`src/rtl/dlle_pkg.sv`:
```
// Shared types and constants for the doubly linked list engine.
// No dependencies; used by dlle_ctrl, dlle_dpath and the top level.
package dlle_pkg;

	// Node count (power of two) and derived widths
	localparam int NODES  = 1024;
	localparam int NODE_W = $clog2(NODES);
	localparam int LINK_W = NODE_W + 1;

	// Link value that marks "none" / end of list
	localparam logic [LINK_W-1:0] END_LINK    = LINK_W'(NODES);
	localparam logic [LINK_W-1:0] NEXT_ID_RST = LINK_W'(2);

	// Stream widths: fields padded to whole bytes
	localparam int IN_W        = 2 + NODE_W + 1;
	localparam int IN_TDATA_W  = ((IN_W + 7) / 8) * 8;
	localparam int RES_W       = 2 + NODE_W + 2 * LINK_W + 1;
	localparam int OUT_TDATA_W = ((RES_W + 7) / 8) * 8;

	typedef enum logic [1:0] {
		CMD_INSERT = 2'd0,
		CMD_REMOVE = 2'd1,
		CMD_QUERY  = 2'd2,
		CMD_BAD    = 2'd3
	} cmd_code_t;

	typedef enum logic [1:0] {
		ST_OK      = 2'd0,
		ST_REMOVED = 2'd1,
		ST_INVALID = 2'd2,
		ST_FULL    = 2'd3
	} status_t;

	typedef enum logic [3:0] {
		S_INIT0,
		S_INIT1,
		S_IDLE,
		S_CHECK,
		S_ANCHOR,
		S_UNLINK,
		S_LINK1,
		S_LINK2,
		S_DONE
	} state_t;

	// Controller -> datapath strobes
	typedef struct packed {
		logic accept;
		logic check;
		logic anchor_ld;
		logic init0;
		logic init1;
		logic unlink;
		logic link1;
		logic link2;
		logic out_ld;
	} dp_ctl_t;

	// Datapath -> controller status
	typedef struct packed {
		cmd_code_t cmd;
		logic      side;
		status_t   chk;
	} dp_stat_t;

	// One result item, status in the low bits
	typedef struct packed {
		logic              is_removed;
		logic [LINK_W-1:0] right_link;
		logic [LINK_W-1:0] left_link;
		logic [NODE_W-1:0] new_node;
		status_t           status;
	} result_t;

endpackage

```
`src/rtl/dlle_ctrl.sv`:
```
// Command sequencer for the doubly linked list engine.
// Depends on dlle_pkg; drives dlle_dpath through dp_ctl_t strobes.
module dlle_ctrl (
	input  logic               clk,
	input  logic               arst_n,
	input  logic               in_valid,
	output logic               in_ready,
	output logic               out_valid,
	input  logic               out_ready,
	input  dlle_pkg::dp_stat_t stat,
	output dlle_pkg::dp_ctl_t  ctl
);

	dlle_pkg::state_t state_q, state_nxt;
	logic             out_valid_q;
	logic             out_free;

	assign out_free  = !out_valid_q || out_ready;
	assign in_ready  = (state_q == dlle_pkg::S_IDLE);
	assign out_valid = out_valid_q;

	// Next state
	always_comb begin
		state_nxt = state_q;
		unique case (state_q)
			dlle_pkg::S_INIT0: state_nxt = dlle_pkg::S_INIT1;
			dlle_pkg::S_INIT1: state_nxt = dlle_pkg::S_IDLE;
			dlle_pkg::S_IDLE: begin
				if (in_valid) state_nxt = dlle_pkg::S_CHECK;
			end
			dlle_pkg::S_CHECK: begin
				if (stat.chk != dlle_pkg::ST_OK) begin
					state_nxt = dlle_pkg::S_DONE;
				end else begin
					case (stat.cmd)
						dlle_pkg::CMD_INSERT:
							state_nxt = stat.side ? dlle_pkg::S_LINK1 : dlle_pkg::S_ANCHOR;
						dlle_pkg::CMD_REMOVE: state_nxt = dlle_pkg::S_UNLINK;
						default:              state_nxt = dlle_pkg::S_DONE;
					endcase
				end
			end
			dlle_pkg::S_ANCHOR: state_nxt = dlle_pkg::S_LINK1;
			dlle_pkg::S_UNLINK: state_nxt = dlle_pkg::S_DONE;
			dlle_pkg::S_LINK1:  state_nxt = dlle_pkg::S_LINK2;
			dlle_pkg::S_LINK2:  state_nxt = dlle_pkg::S_DONE;
			dlle_pkg::S_DONE: begin
				if (out_free) state_nxt = dlle_pkg::S_IDLE;
			end
			default: state_nxt = dlle_pkg::S_INIT0;
		endcase
	end

	// Datapath strobes
	always_comb begin
		ctl = '0;
		unique case (state_q)
			dlle_pkg::S_INIT0:  ctl.init0 = 1'b1;
			dlle_pkg::S_INIT1:  ctl.init1 = 1'b1;
			dlle_pkg::S_IDLE:   ctl.accept = in_valid;
			dlle_pkg::S_CHECK:  ctl.check = 1'b1;
			dlle_pkg::S_ANCHOR: ctl.anchor_ld = 1'b1;
			dlle_pkg::S_UNLINK: ctl.unlink = 1'b1;
			dlle_pkg::S_LINK1:  ctl.link1 = 1'b1;
			dlle_pkg::S_LINK2:  ctl.link2 = 1'b1;
			dlle_pkg::S_DONE:   ctl.out_ld = out_free;
			default:            ctl = '0;
		endcase
	end

	always_ff @(posedge clk or negedge arst_n) begin
		if (!arst_n) begin
			state_q <= dlle_pkg::S_INIT0;
		end else begin
			state_q <= state_nxt;
		end
	end

	// Output valid: set on load, cleared when the transfer completes
	always_ff @(posedge clk or negedge arst_n) begin
		if (!arst_n) begin
			out_valid_q <= 1'b0;
		end else if (ctl.out_ld) begin
			out_valid_q <= 1'b1;
		end else if (out_ready) begin
			out_valid_q <= 1'b0;
		end
	end

endmodule

```
`config.mk`:
```
export PLATFORM = sky130hd
export DESIGN_NAME = dlle_ctrl
export DESIGN_NICKNAME = d
export VERILOG_FILES = /design/src/rtl/dlle_pkg.sv /design/src/rtl/dlle_ctrl.sv
export SDC_FILE = /design/constraint.sdc
export NUM_CORES = 1
export LEC_CHECK = 0
export ABC_AREA = 1
export BUFFER_PORTS_ARGS = -buffer_cell sky130_fd_sc_hd__buf_4
export CAP_MARGIN = 20
export CORE_AREA = 2 2 39 41
export CTS_CLUSTER_SIZE = 10
export DETAILED_ROUTE_END_ITERATION = 10
export DIE_AREA = 0 0 41 43
export RECOVER_POWER = 100
export SYNTH_ARGS = -nofsm -noshare
export SYNTH_HDL_FRONTEND = slang
export SYNTH_SLANG_ARGS = --single-unit
```
`constraint.sdc`:
```
create_clock -name clk -period 1.2 [get_ports clk]
set_input_delay 0.06 -clock clk [delete_from_list [all_inputs] [get_ports clk]]
set_output_delay 0.06 -clock clk [all_outputs]
set_load 0.03 [all_outputs]
```
==> metrics <==
critical path endpoint category=output pin; clock sinks=5; P_sw=~940 uW; CP Launch Type=flop; Max Transition Viols Final=0; ratio of cells with drive above 1 in the final layout=52.8%; post-synthesis sequential area ratio=roughly a third; syn nets=70; ANT cells=0; period utilisation layout=104%; Relative slew margins=76.1%; # IOs=20; crit path max-delay cell type=dfrtp_2; type of the worst setup path=reg -> out; most common cell after layout, fill and taps aside=buf_4; Ys Warns=0; Hold Path Class=in -> reg; drt pass-1 iters=4; Max Cap Viol=0; Post-route DRC=0; site row count=14; number of buffers created by CTS=3; insertion delay to the later sink of the worst-skew pair=~0.24 ns; Congestion Overflow GR=0; Peak supply drop=about 1 mV; max frequency=~800 MHz; Net Sw Frac=52.0%; WL per Instance=around 9.7 um; WL final=between 1 and 1.5 mm; Final Hold Fails=0; dpl ws=about 0.05 ns; Die Span X=between 40 and 50 um; endpoints failing setup=8; Clock Skew=approximately 0.00078 ns; post-synthesis register bit count=5; Cell variety after synth=12; first-pass GRT wire length=1.48 mm; Buf+Inv Stages, Crit Path=1; port buffer count=19; Pleak=roughly 0.00035 uW; Flop pwr share=a little over a fifth; Post-Synthesis Cells=61; Combinational Power Share=68.2%; maximum fanout along the worst path=5; fin cells=approximately 110; Total Die Area=approximately 1800 um2; gpl congestion=between 0.7 and 0.8; failing checks=setup timing; fill cell count=between 100 and 150; RSZ-0062 raised after global routing=yes; Syn-to-layout area delta=84.3%; initial antenna violation count=0; Mapped Area=367 um2; Internal Power=roughly 860 uW; Clock power frac=10.3%; Top delay family on crit path=flip-flops; vias in the first global route=~380; total design power=1800 uW; CTS root buf=clkbuf_4; CP Data Required Time=about 1.1 ns; GR Util All Layers=a little over an eighth; pwr dens=about 2700 nW/um2; CP Cell Sequence=nor2_4 -> nand2_2 -> nor2_1 -> buf_4; vias after detailed routing=roughly 460; Slew @ Worst Pin=about 0.36 ns; Routed Antenna Nets=0; CP max stage delay=between 0.4 and 0.5 ns; Via density=around 4.3; clk buf depth=2; Syn Area/Cell=6.01 um2; DP Area=between 500 and 600 um2; core area=around 1400 um2; largest net degree at the start of global routing=7; H-tree depth=1; fin crit period=around 1.2 ns; CTS tree=done; clk slew on worst S/H paths=approximately 0.040 ns; # nets final=99; dpl cells=96; Worst EP arrival=1.18 ns; most frequent cells in the layout=buf_4 (14), nor2_1 (10), inv_1 (9), nand2_1 (9), buf_6 (7); status=finished, violations left; Finished Cell Area=~680 um2; Die Ht=around 43 um; DR iter-0 viols=5; starting density of the core=between 20% and 30%; dpl hpwl=about 700 um; slack of the critical path=-0.0426 ns
==> synth_stat cells <==
cell type / count / area share [%]
nor2_2: 1 / 1.7
a21oi_1: 1 / 1.4
inv_1: 12 / 12
o211ai_1: 1 / 2.0
nand2_2: 3 / 5.1
nor2_1: 17 / 17
inv_2: 2 / 2.0
o21ai_0: 2 / 2.7
nand3_1: 5 / 6.8
dfrtp_1: 5 / 34
nor2_4: 1 / 3.1
nand2_1: 11 / 11
==> through the flow <==
stage / hold WS [ns] / setup TNS (ns) / utilization (%)
after floorplan: -0.236 / 0 / -
after global placement: -0.137 / 0 / 38.4
after detailed placement: -0.138 / 0 / 38.4
after CTS: 0.0229 / -0.118 / 46.4
after global routing: 0.0443 / -0.885 / 48.8
final: 0.0251 / -0.184 / 48.8
==> power by group through the flow <==
stage                     clock network (uW)  registers [uW]  logic (uW)
final                                    186             387        1230
after global routing                     206             401        1340
after CTS                                196             365        1130
after detailed placement                   0             322         968
after global placement                     0             324         961
after floorplan                            0             345         654
==> kinds of logic after synthesis <==
family                 count (synthesis)  share of synthesized area [%]
AND/OR/NAND/NOR                       38                           45.4
buffers and inverters                 14                           14.3
flip-flops                             5                           34.1
AO/OA/AOI/OAI                          4                           6.14
==> layout make-up <==
class	instances	area, um2	area share (%)
multi-input cells	42	244	36.1
repair buffers	24	201	29.8
flip-flops and latches	5	129	19.1
inverters	14	55.1	8.15
clock buffers	4	26.3	3.89
well taps	16	20.0	2.96
==> worst paths after layout <==
check | from | end | slack (ns) | cells after the start
max | state_q[1] | ctl[0] | -0.04 | 4
min | out_ready | out_valid | 0.03 | 2
max reg2reg | state_q[1] | state_q[1] | 0 | 7
min reg2reg | out_valid | out_valid | 0.56 | 2
max in group asynchronous | arst_n | state_q[2] | 0.78 | 2
min in group asynchronous | arst_n | state_q[0] | 0.20 | 2
==> repair_timing <==
action                                  in CTS  in global routing
hold endpoints to repair                     5                  0
hold buffers                                 1                  0
setup buffers                                3                  1
endpoints found under the setup margin       8                 13
pin swaps                                    2                  2
resized for setup                           18                 10
==> layer usage <==
layer / part of all wire [%] / global-route usage (%)
met5: 0 / 0
met4: 0 / 8.00
met3: 5.8 / 4.71
met2: 55 / 22.2
met1: 39 / 12.9
==> state kept, by name, summed over array words and instances, names as in the netlist <==
signal and count:
out_valid 1, state_q 4
(Power assumes the default switching activity.)
